<file path="src/rtl/frc8_pkg.sv">
// Shared constants, types and codes of the CRC-8 frame receiver.
package frc8_pkg;

    // Default number of bytes in one frame, check byte included.
    localparam int unsigned FRAME_BYTES_DEF = 10;

    // Reflected CRC-8 polynomial and the byte that opens a new frame.
    localparam logic [7:0] CRC_POLY  = 8'h8C;
    localparam logic [7:0] SYNC_BYTE = 8'hF5;

    // Number of frame bytes kept for the result: byte 0 and bytes 1 to 8.
    localparam int unsigned STORE_DEPTH = 9;

    typedef logic [2:0] t_kind;

    localparam t_kind KIND_NONE       = 3'd0;
    localparam t_kind KIND_CONTROLLER = 3'd1;
    localparam t_kind KIND_STATUS01   = 3'd2;
    localparam t_kind KIND_STATUS03   = 3'd3;
    localparam t_kind KIND_STATUS13   = 3'd4;

endpackage

</file>
<file path="src/rtl/frc8_crc_step.sv">
// One byte of the reflected CRC-8 update, eight shift-xor steps unrolled.
module frc8_crc_step
    import frc8_pkg::*;
(
    input  logic [7:0] i_crc,
    input  logic [7:0] i_data,
    output logic [7:0] o_crc
);

    always_comb begin
        logic [7:0] crc;
        logic [7:0] data;
        crc  = i_crc;
        data = i_data;
        for (int i = 0; i < 8; i++) begin
            if (crc[0] ^ data[0]) begin
                crc = (crc >> 1) ^ CRC_POLY;
            end else begin
                crc = crc >> 1;
            end
            data = data >> 1;
        end
        o_crc = crc;
    end

endmodule

</file>
<file path="src/rtl/frc8_classify.sv">
// Frame classification from header bytes 1 and 2 and byte 8.
module frc8_classify
    import frc8_pkg::*;
(
    input  logic [7:0] i_byte1,
    input  logic [7:0] i_byte2,
    input  logic [7:0] i_byte8,
    output t_kind      o_kind
);

    always_comb begin
        priority if (i_byte1 > 8'd2 || i_byte2 > 8'd3) begin
            o_kind = KIND_NONE;
        end else if (i_byte8 == 8'd0) begin
            o_kind = KIND_CONTROLLER;
        end else if (i_byte1 == 8'd0 && i_byte2 == 8'd1) begin
            o_kind = KIND_STATUS01;
        end else if (i_byte1 == 8'd0 && i_byte2 == 8'd3) begin
            o_kind = KIND_STATUS03;
        end else if (i_byte1 == 8'd1 && i_byte2 == 8'd3) begin
            o_kind = KIND_STATUS13;
        end else begin
            o_kind = KIND_NONE;
        end
    end

endmodule

</file>
<file path="src/rtl/frame_receiver_crc8.sv">
// Frame receiver: collects fixed-length frames and checks their CRC-8 byte.
// Path: an accepted byte enters the input register; its result goes to the result register.
// Throughput: one byte per cycle while the output is not stalled; the CRC update and the
// frame bookkeeping fit in one step.
// Reset: synchronous, active low; it empties both registers and restarts frame collection,
// so the first byte after reset opens a frame whatever its value.
module frame_receiver_crc8
    import frc8_pkg::*;
#(
    parameter int unsigned FRAME_BYTES = FRAME_BYTES_DEF
) (
    input  logic        i_clk,
    input  logic        i_rst_n,
    // Byte input channel.
    input  logic        i_valid,
    output logic        o_stall,
    input  logic [7:0]  i_rx_byte,
    // Result channel: exactly one result transaction per input transaction.
    output logic        o_valid,
    input  logic        i_stall,
    output logic        o_frame_done,
    output logic        o_crc_ok,
    output logic [2:0]  o_frame_kind,
    output logic [7:0]  o_start_byte,
    output logic [63:0] o_payload,
    output logic [7:0]  o_check_byte
);

    // Data bytes per frame (all but the check byte) and the width of the
    // position counter, which must be able to hold the check byte position.
    localparam int unsigned NDATA = FRAME_BYTES - 1;
    localparam int unsigned CNT_W = $clog2(FRAME_BYTES);

    // Input register.
    logic             r_in_vld;
    logic [7:0]       r_in_byte;

    // Frame state.
    logic [CNT_W-1:0] r_cnt;
    logic [CNT_W-1:0] n_cnt;
    logic             r_full;
    logic             n_full;
    logic [7:0]       r_crc;
    logic [7:0]       n_crc;

    // Result register.
    logic             r_out_vld;
    logic             r_done;
    logic             r_ok;
    t_kind            r_kind;
    logic [7:0]       r_start;
    logic [63:0]      r_payload;
    logic [7:0]       r_check;

    logic             w_adv;
    logic             w_fire;
    logic             w_sync;
    logic             w_idle;
    logic             w_last;
    logic             w_data;
    logic             w_ok;
    logic [7:0]       w_crc_base;
    logic [7:0]       w_crc_next;
    t_kind            w_kind;
    logic [63:0]      w_payload;
    logic [7:0]       w_store [STORE_DEPTH];

    // The result register moves on whenever it is empty or being taken. The
    // input register is stalled only when it holds a byte that cannot move.
    assign w_adv   = !(r_out_vld && i_stall);
    assign w_fire  = r_in_vld && w_adv;
    assign o_stall = r_in_vld && !w_adv;

    always_ff @(posedge i_clk) begin
        if (!i_rst_n) begin
            r_in_vld <= 1'b0;
        end else if (!o_stall) begin
            r_in_vld <= i_valid;
        end
        if (i_valid && !o_stall) begin
            r_in_byte <= i_rx_byte;
        end
    end

    // After a complete frame the counter sits at zero and bytes are dropped
    // until the sync byte arrives, which then becomes byte 0 of a new frame.
    assign w_sync = r_full && (r_in_byte == SYNC_BYTE);
    assign w_idle = r_full && !w_sync;
    assign w_last = !w_idle && (r_cnt == CNT_W'(NDATA));
    assign w_data = !w_idle && !w_last;

    // The CRC restarts from zero with byte 0 of every frame.
    assign w_crc_base = (r_cnt == '0) ? 8'h00 : r_crc;
    assign w_ok       = (w_crc_base == r_in_byte);

    frc8_crc_step u_crc (
        .i_crc  (w_crc_base),
        .i_data (r_in_byte),
        .o_crc  (w_crc_next)
    );

    always_comb begin
        n_cnt  = r_cnt;
        n_full = r_full;
        n_crc  = r_crc;
        if (w_sync) begin
            n_full = 1'b0;
        end
        if (w_data) begin
            n_cnt = r_cnt + 1'b1;
            n_crc = w_crc_next;
        end else if (w_last) begin
            n_cnt  = '0;
            n_full = 1'b1;
        end
    end

    always_ff @(posedge i_clk) begin
        if (!i_rst_n) begin
            r_cnt  <= '0;
            r_full <= 1'b0;
            r_crc  <= 8'h00;
        end else if (w_fire) begin
            r_cnt  <= n_cnt;
            r_full <= n_full;
            r_crc  <= n_crc;
        end
    end

    // Byte store. Positions past the data bytes of a short frame are never
    // filled and read as zero. Every other position is written in each frame
    // before the check byte arrives, so no clearing is needed.
    for (genvar k = 0; k < STORE_DEPTH; k++) begin : g_store
        if (k < NDATA) begin : g_byte
            logic [7:0] r_byte;
            always_ff @(posedge i_clk) begin
                if (w_fire && w_data && (r_cnt == CNT_W'(k))) begin
                    r_byte <= r_in_byte;
                end
            end
            assign w_store[k] = r_byte;
        end else begin : g_zero
            assign w_store[k] = 8'h00;
        end
    end

    frc8_classify u_classify (
        .i_byte1 (w_store[1]),
        .i_byte2 (w_store[2]),
        .i_byte8 (w_store[8]),
        .o_kind  (w_kind)
    );

    // Bytes 1 to 8 packed with byte 1 in the lowest lane.
    always_comb begin
        for (int k = 1; k < STORE_DEPTH; k++) begin
            w_payload[8*(k-1) +: 8] = w_store[k];
        end
    end

    // Result register. A byte that does not complete a frame still yields a
    // transaction, with every field at zero.
    always_ff @(posedge i_clk) begin
        if (!i_rst_n) begin
            r_out_vld <= 1'b0;
        end else if (w_adv) begin
            r_out_vld <= r_in_vld;
        end
        if (w_fire) begin
            r_done    <= w_last;
            r_ok      <= w_last && w_ok;
            r_kind    <= (w_last && w_ok) ? w_kind : KIND_NONE;
            r_start   <= w_last ? w_store[0] : 8'h00;
            r_payload <= w_last ? w_payload : 64'h0;
            r_check   <= w_last ? r_in_byte : 8'h00;
        end
    end

    assign o_valid      = r_out_vld;
    assign o_frame_done = r_done;
    assign o_crc_ok     = r_ok;
    assign o_frame_kind = r_kind;
    assign o_start_byte = r_start;
    assign o_payload    = r_payload;
    assign o_check_byte = r_check;

    // While waiting for the sync byte the position counter stays at zero.
    ap_full_cnt_zero : assert property (@(posedge i_clk) disable iff (!i_rst_n)
        r_full |-> (r_cnt == '0))
        else $error("frame counter moved while waiting for the sync byte");

    // The counter never passes the check byte position.
    ap_cnt_range : assert property (@(posedge i_clk) disable iff (!i_rst_n)
        r_cnt <= CNT_W'(NDATA))
        else $error("frame counter out of range");

    // Completing a frame always arms the wait for the next sync byte.
    ap_done_sets_full : assert property (@(posedge i_clk) disable iff (!i_rst_n)
        (w_fire && w_last) |=> r_full)
        else $error("frame completed without entering the sync wait");

    // A result that completes no frame carries no CRC verdict or kind.
    ap_idle_result_clear : assert property (@(posedge i_clk) disable iff (!i_rst_n)
        (o_valid && !o_frame_done) |-> (!o_crc_ok && o_frame_kind == KIND_NONE))
        else $error("non-final result carries frame status");

endmodule

</file>
<file path="config.mk">
export PLATFORM = sky130hd
export DESIGN_NAME = frame_receiver_crc8
export DESIGN_NICKNAME = d
export VERILOG_FILES = /design/src/rtl/frc8_pkg.sv /design/src/rtl/frc8_crc_step.sv /design/src/rtl/frc8_classify.sv /design/src/rtl/frame_receiver_crc8.sv
export SDC_FILE = /design/constraint.sdc
export NUM_CORES = 1
export LEC_CHECK = 0
export ABC_AREA = 1
export CORE_ASPECT_RATIO = 1.1
export CORE_MARGIN = 10
export CORE_UTILIZATION = 60
export DETAILED_ROUTE_END_ITERATION = 8
export DONT_BUFFER_PORTS = 1
export PLACE_DENSITY = 0.72
export RECOVER_POWER = 50
export SLEW_MARGIN = 20
export SYNTH_ARGS = -nofsm -noshare
export SYNTH_HDL_FRONTEND = slang
export SYNTH_HIERARCHICAL = 1
export SYNTH_SLANG_ARGS = --single-unit
</file>
<file path="constraint.sdc">
create_clock -name i_clk -period 4.1 [get_ports i_clk]
set_input_delay 0.41 -clock i_clk [delete_from_list [all_inputs] [get_ports i_clk]]
set_output_delay 0.41 -clock i_clk [all_outputs]
set_load 0.05 [all_outputs]
</file>
# [Word level (Yosys, flattened, before mapping)]
# Index checks and enable logic that the tools add are counted.
[classes] add_sub_neg=1 n_mul=0 div_mod_pow=0 magnitude_cmp=2 n_eq_ne=14 n_shift=0 n_mux=18 bitwise_logic=17 reduce_logical=37
[op_table] operator="$mux W8" count=9
[op_table] operator="$not A2 Y3" count=8
[op_table] operator="$logic_and A1 B1 Y1" count=22
[op_table] operator="$eq A4 B3 Y1 const B" count=4
[op_table] operator="$eq A8 B1 Y1 const B" count=2
[op_table] operator="$gt A8 B2 Y1 const B" count=2
[op_table] operator="$logic_not A8 Y1" count=2
[op_table] operator="$eq A4 B2 Y1 const B" count=2
[op_table] operator="$eq A4 B4 Y1 const B" count=2
[op_table] operator="$eq A8 B2 Y1 const B" count=1
[op_table] operator="$eq A8 B8 Y1" count=1
[op_table] operator="$eq A8 B8 Y1 const B" count=1
[op_table] operator="$mux W4" count=2
[op_table] operator="$xor A1 B1 Y1" count=8
[op_table] operator="$logic_not A1 Y1" count=5
[op_table] operator="$reduce_or A5 Y1" count=1
[op_table] operator="$add A4 B1 Y4 const B" count=1
[op_table] operator="$eq A4 B1 Y1 const B" count=1
[op_table] operator="$logic_not A4 Y1" count=1
[op_table] operator="$mux W1" count=4
[op_table] operator="$mux W2" count=2
[op_table] operator="$reduce_and A2 Y1" count=2
[op_table] operator="$mux W3" count=1
[op_table] operator="$reduce_or A3 Y1" count=1
[op_table] operator="other kinds (4)" count=4
[totals] reg_bits=180 latchBits=0 ram_bits=0 rom_bits=0 inputBits=12 out_inout_bits=87 elab_cells=112 n_memories=0

# [Depth between registers and ports, before layout]
[depth] word_depth=18 mapped_depth=19 ltp_nobuf=18

# [Cells and area by module]
# The synthesis kept the hierarchy.
[by_module_without_submodules] module="frame_receiver_crc8" n_inst=1 cells_each=494 area_per_inst_um2=6658.9
[by_module_without_submodules] module="frc8_crc_step" n_inst=1 cells_each=98 area_per_inst_um2=525.5
[by_module_without_submodules] module="frc8_classify" n_inst=1 cells_each=37 area_per_inst_um2=160.2

# [Worst setup path after synthesis]
# No wires, ideal clock.
[synth_timing] path_type="register to register" from="register r_out_vld (netlist: o_valid)" to="register g_store[4].g_byte.r_byte[0], enable pin" setup_ns=0.370 t_arrival_ns=3.376 t_required_ns=3.730 setup_slack_ns=0.354 path_stages_with_launch=9 path_cell_list="dfxtp_1 -> nand2_1 -> nand2_1 -> inv_1 -> nand2_4 -> nor2_4 -> buf_4 -> nand2_1 -> nor2_1"
[synth_between] elab_chain_len=5
[synth_rtl] item="start, declared" line_no="frame_receiver_crc8.sv:47" text="logic r_out_vld;"
[synth_rtl] item="start signal, assigned" line_no="frame_receiver_crc8.sv:167" text="r_out_vld <= r_in_vld;"
[synth_rtl] item="$logic_and A1 B1 Y1" line_no="frame_receiver_crc8.sv:70" text="assign w_adv = !(r_out_vld && i_stall);"
[synth_rtl] item="$logic_not A1 Y1" line_no="frame_receiver_crc8.sv:70"
[synth_rtl] item="$logic_and A1 B1 Y1" line_no="frame_receiver_crc8.sv:71" text="assign w_fire = r_in_vld && w_adv;"
[synth_rtl] item="net w_fire" line_no="frame_receiver_crc8.sv:56" text="logic w_fire;"
[synth_rtl] item="$logic_and A1 B1 Y1 (2 in a row)" line_no="frame_receiver_crc8.sv:137" text="if (w_fire && w_data && (r_cnt == CNT_W'(k))) begin"
[synth_rtl] item="end signal, assigned" line_no="frame_receiver_crc8.sv:138" text="r_byte <= r_in_byte;"
[synth_rtl] item="end, declared" line_no="frame_receiver_crc8.sv:135" text="logic [7:0] r_byte;"
# The timed path passes the listed nets, and every way through them passes these cells.
# A chain may end at the register's enable or synchronous reset.

# [Final worst setup path]
[layout_timing] from="register r_in_byte[7]" to="register g_store[6].g_byte.r_byte[6], enable pin"
[layout_between] elab_chain_len=10
[layout_rtl] item="start, declared" line_no="frame_receiver_crc8.sv:36" text="logic [7:0] r_in_byte;"
[layout_rtl] item="start signal, assigned" line_no="frame_receiver_crc8.sv:81" text="r_in_byte <= i_rx_byte;"
[layout_rtl] item="$eq A8 B8 Y1 (*)" line_no="frame_receiver_crc8.sv:87" text="assign w_sync = r_full && (r_in_byte == SYNC_BYTE);"
[layout_rtl] item="$logic_and A1 B1 Y1 (*)" line_no="frame_receiver_crc8.sv:87"
[layout_rtl] item="$logic_not A1 Y1 (*)" line_no="frame_receiver_crc8.sv:88" text="assign w_idle = r_full && !w_sync;"
[layout_rtl] item="$logic_and A1 B1 Y1 (*)" line_no="frame_receiver_crc8.sv:88"
[layout_rtl] item="$logic_not A1 Y1 (*)" line_no="frame_receiver_crc8.sv:89, frame_receiver_crc8.sv:90"
[layout_rtl] item="$logic_and A1 B1 Y1" line_no="frame_receiver_crc8.sv:89" text="assign w_last = !w_idle && (r_cnt == CNT_W'(NDATA));"
[layout_rtl] item="$logic_not A1 Y1" line_no="frame_receiver_crc8.sv:90" text="assign w_data = !w_idle && !w_last;"
[layout_rtl] item="$logic_and A1 B1 Y1 (*)" line_no="frame_receiver_crc8.sv:90"
[layout_rtl] item="$logic_and A1 B1 Y1 (*) (2 in a row)" line_no="frame_receiver_crc8.sv:137"
[layout_rtl] item="end signal, assigned" line_no="frame_receiver_crc8.sv:138"
[layout_rtl] item="end, declared" line_no="frame_receiver_crc8.sv:135"
# Mark *: on every way between the ends. The rest lies on a longest branch, timed or not.

==> out/metrics.csv <==
stage;metric;value;unit
outcome;status;complete, no violations;
logic_synthesis;syn_nets;645;
placement;port_buffers;0;
clocking;clkLatencyLatePin;0.42;ns
layout;layout_common_cells;165 x edfxtp_1, 125 x nor2_1, 119 x inv_1;
sta;drv_slew;0;
hold_path;hold_class;in2reg;
logic_synthesis;synthArstFlopShare;0;%
power_and_ir_drop;power-per-cell-area;498.3;nW/um^2
sta;rsz0062_at_grt;no;
power_and_ir_drop;p_int;3.103;mW
routing;wire_per_inst;18.01;um
placement;dp_hpwl;9.746;mm
setup_path;cp_max_fo;13;
global_routing;grt_pass1_wl;22.58;mm
routing;vias_per_cell;5.177;
setup_path;worstSetupPathType;reg2reg;
clocking;cts_hold_buf;0;
layout;final_common_cell;edfxtp_1;
setup_path;cp-end-kind;flip-flop;
layout;syn2layout_area_growth;10.12;%
power_and_ir_drop;vdd_drop_max;0.3265;mV
clocking;clockBufferDepth;2;
sta;hold_ws;0.08416;ns
placement;placed_cells_incl_taps;775;
power_and_ir_drop;switching_share;23.01;%
sta;max_slew_margin;30.71;%
sta;tns;0;ns
setup_path;cp-start-kind;flip-flop;
power_and_ir_drop;p_leak;3.342;nW
routing;routed_wl;14.55;mm
logic_synthesis;syn_inst;629;
sta;max_freq;312.8;MHz
die;die-height;136.0;um
routing;drc;0;
die;start_util;61.03;%
global_routing;grt_util_all_layers;17.06;%
power_and_ir_drop;switchingPower;0.9272;mW
die;core_area;12030;sq um
die;ios;99;
clocking;tritoncts;done;
logic_synthesis;synth.avg_cell_area;11.68;sq um
die;die_w;125.5;um
setup_path;cp_num_buf_inv;2;
routing;dr.pass1.iters;6;
logic_synthesis;synth-edff-count;165;
setup_path;cp.arrival;3.24;ns
clocking;cts_resized;0;
logic_synthesis;yosys_warnings;6;
sta;setup_viol;0;
setup_path;cp_common_cell;nand2_1;
global_routing;gr-total-overflow;0;
global_routing;grt_max_degree;57;
logic_synthesis;synth_seq_cells;180;
layout;fillCellCount;834;
sta;skew;0.01053;ns
setup_path;worstPathRequired;4.15;ns
logic_synthesis;synth_flop_cell;edfxtp_1;
routing;drt_first_iter_violations;449;
layout;nets;656;
logic_synthesis;syn_area;7345;sq um
die;fp-row-count;42;
routing;ant_nets;0;
clocking;root_buffer;clkbuf_16;
power_and_ir_drop;p_seq_share;55.2;%
power_and_ir_drop;clockPowerShare;40.7;%
layout;fin_cells;808;
sta;hold_viol;0;
logic_synthesis;post_synth_num_cell_types;30;
job;maxCapViolations;0;
sta;fin_crit;3.197;ns
placement;place.gp.congestion;0.8925;
setup_path;path_delay_family;simple AND/OR/NAND/NOR gates;
power_and_ir_drop;p_comb_share;4.1;%
layout;final_layout_size_suffix_gt1_share;12.56;%
setup_path;cp_cell_sequence;clkbuf_1, nand2_1, nor2_1, nand2_1, nand2_1, nand2_1, nor2_4, inv_2, nor3_2;
global_routing;grt_pass1_vias;4185;
clocking;cts-buffers-inserted;17;
clocking;htree_num_levels;4;
routing;vias;4183;
sta;worst_pin_slew;1.036;ns
clocking;cts_sinks;180;
setup_path;critPathSlowestCell;clkbuf_1;
setup_path;cpPeakStageDelay;0.76;ns
clocking;clkTransAtPathRegs;0.06;ns
clocking;postCtsSetupBuffers;0;
die;design.die.area;17070;sq um
logic_synthesis;ys_seq_area_share;71.55;%
global_routing;antenna_found_initial;2;
sta;finalCritPeriodShare;77.97;%
[stage by stage]
stage / cell area [sq um] / util (%) / setup WS [ns] / power, mW
2_1_floorplan: 7345 / - / 0.3539 / 2.383
4_1_cts: 8107 / 67.36 / 1.208 / 4.059
5_1_grt: 8085 / 67.19 / 0.6840 / 4.152
6_report: 8088 / 67.21 / 0.9032 / 4.030
3_3_place_gp: 7497 / 62.30 / 1.352 / 2.428
3_5_place_dp: 7497 / 62.30 / 1.218 / 2.435
[cell type report]
| type | instances | area (sq um) | share of cell area [%] |
|---|---|---|---|
| Timing Repair Buffer | 5 | 26.28 | 0.3249 |
| Antenna cell | 1 | 2.502 | 0.03094 |
| Multi-Input combinational cell | 310 | 1528 | 18.89 |
| Sequential cell | 180 | 5255 | 64.98 |
| Clock buffer | 21 | 460.4 | 5.693 |
| Tap cell | 154 | 192.7 | 2.382 |
| Clock inverter | 11 | 148.9 | 1.841 |
| Inverter | 126 | 474.2 | 5.863 |
[power by group through the flow]
stage,Combinational [mW],Clock [mW],Sequential (mW)
6_report,0.167,1.64,2.22
3_5_place_dp,0.169,0,2.27
5_1_grt,0.189,1.73,2.23
3_3_place_gp,0.164,0,2.26
4_1_cts,0.170,1.66,2.23
2_1_floorplan,0.138,0,2.24
[flip-flops by register name, indices dropped and copies added, names as in the netlist]
signal,cells
g_store.g_byte.r_byte,72
o_payload,64
o_check_byte,8
o_start_byte,8
r_crc,8
r_in_byte,8
r_cnt,4
o_frame_kind,3
o_crc_ok,1
o_frame_done,1
o_valid,1
r_full,1
r_in_vld,1
[final timing paths]
check	endpoint	start	cells past startpoint	slack, ns
worst max register to register	g_store[6].g_byte.r_byte[6]$_DFFE_PP_	r_in_byte[7]$_DFFE_PP_	9	0.90
worst min-delay path	r_in_byte[4]$_DFFE_PP_	i_rx_byte[4]	0	0.08
worst max-delay path	g_store[6].g_byte.r_byte[6]$_DFFE_PP_	r_in_byte[7]$_DFFE_PP_	9	0.90
worst min register to register	o_valid$_SDFFE_PN0N_	r_in_vld$_SDFFE_PN0N_	2	0.48
[synthesized netlist by cell type, types with 2 or more instances]
| master | n | area share [%] |
|---|---|---|
| nand3_2 | 3 | 0.41 |
| xor2_2 | 3 | 0.66 |
| inv_1 | 120 | 6.1 |
| ha_1 | 4 | 0.68 |
| xnor2_1 | 2 | 0.24 |
| nand2_2 | 18 | 1.5 |
| nor2_2 | 2 | 0.17 |
| nand3_1 | 18 | 1.2 |
| dfxtp_1 | 15 | 4.1 |
| nor2_4 | 4 | 0.61 |
| o21ai_0 | 3 | 0.20 |
| inv_2 | 6 | 0.31 |
| xor2_1 | 6 | 0.72 |
| nand2_4 | 6 | 0.92 |
| o21ai_1 | 6 | 0.41 |
| a21oi_1 | 8 | 0.55 |
| edfxtp_1 | 165 | 67 |
| nor3_1 | 2 | 0.14 |
| nand2_1 | 89 | 4.5 |
| buf_6 | 2 | 0.31 |
| buf_4 | 2 | 0.20 |
| nor3_2 | 6 | 0.82 |
| nor2_1 | 125 | 6.4 |
| buf_2 | 8 | 0.55 |
[routing by layer]
layer  routed length, um  global-route usage [%]  share of wire (%)  vias to the layer above
met4                 257                   6.658                1.8                        2
met1                5673                   19.36                 39                     1998
met5                  13                       0              0.089                        -
met3                1085                   5.103                7.5                       20
li1                    -                       -                  -                     2013
met2                7524                   29.70                 52                      150
[kinds of logic after synthesis]
group / synth area share [%]
and+or+nand+nor: 17.34
DFF: 71.55
buffers and inverters: 7.547
AOI/OAI and AO/OA: 1.261
xor gates and xnor gates: 1.618
adders and majority gates: 0.6815
Power figures use the tool's default switching activity.
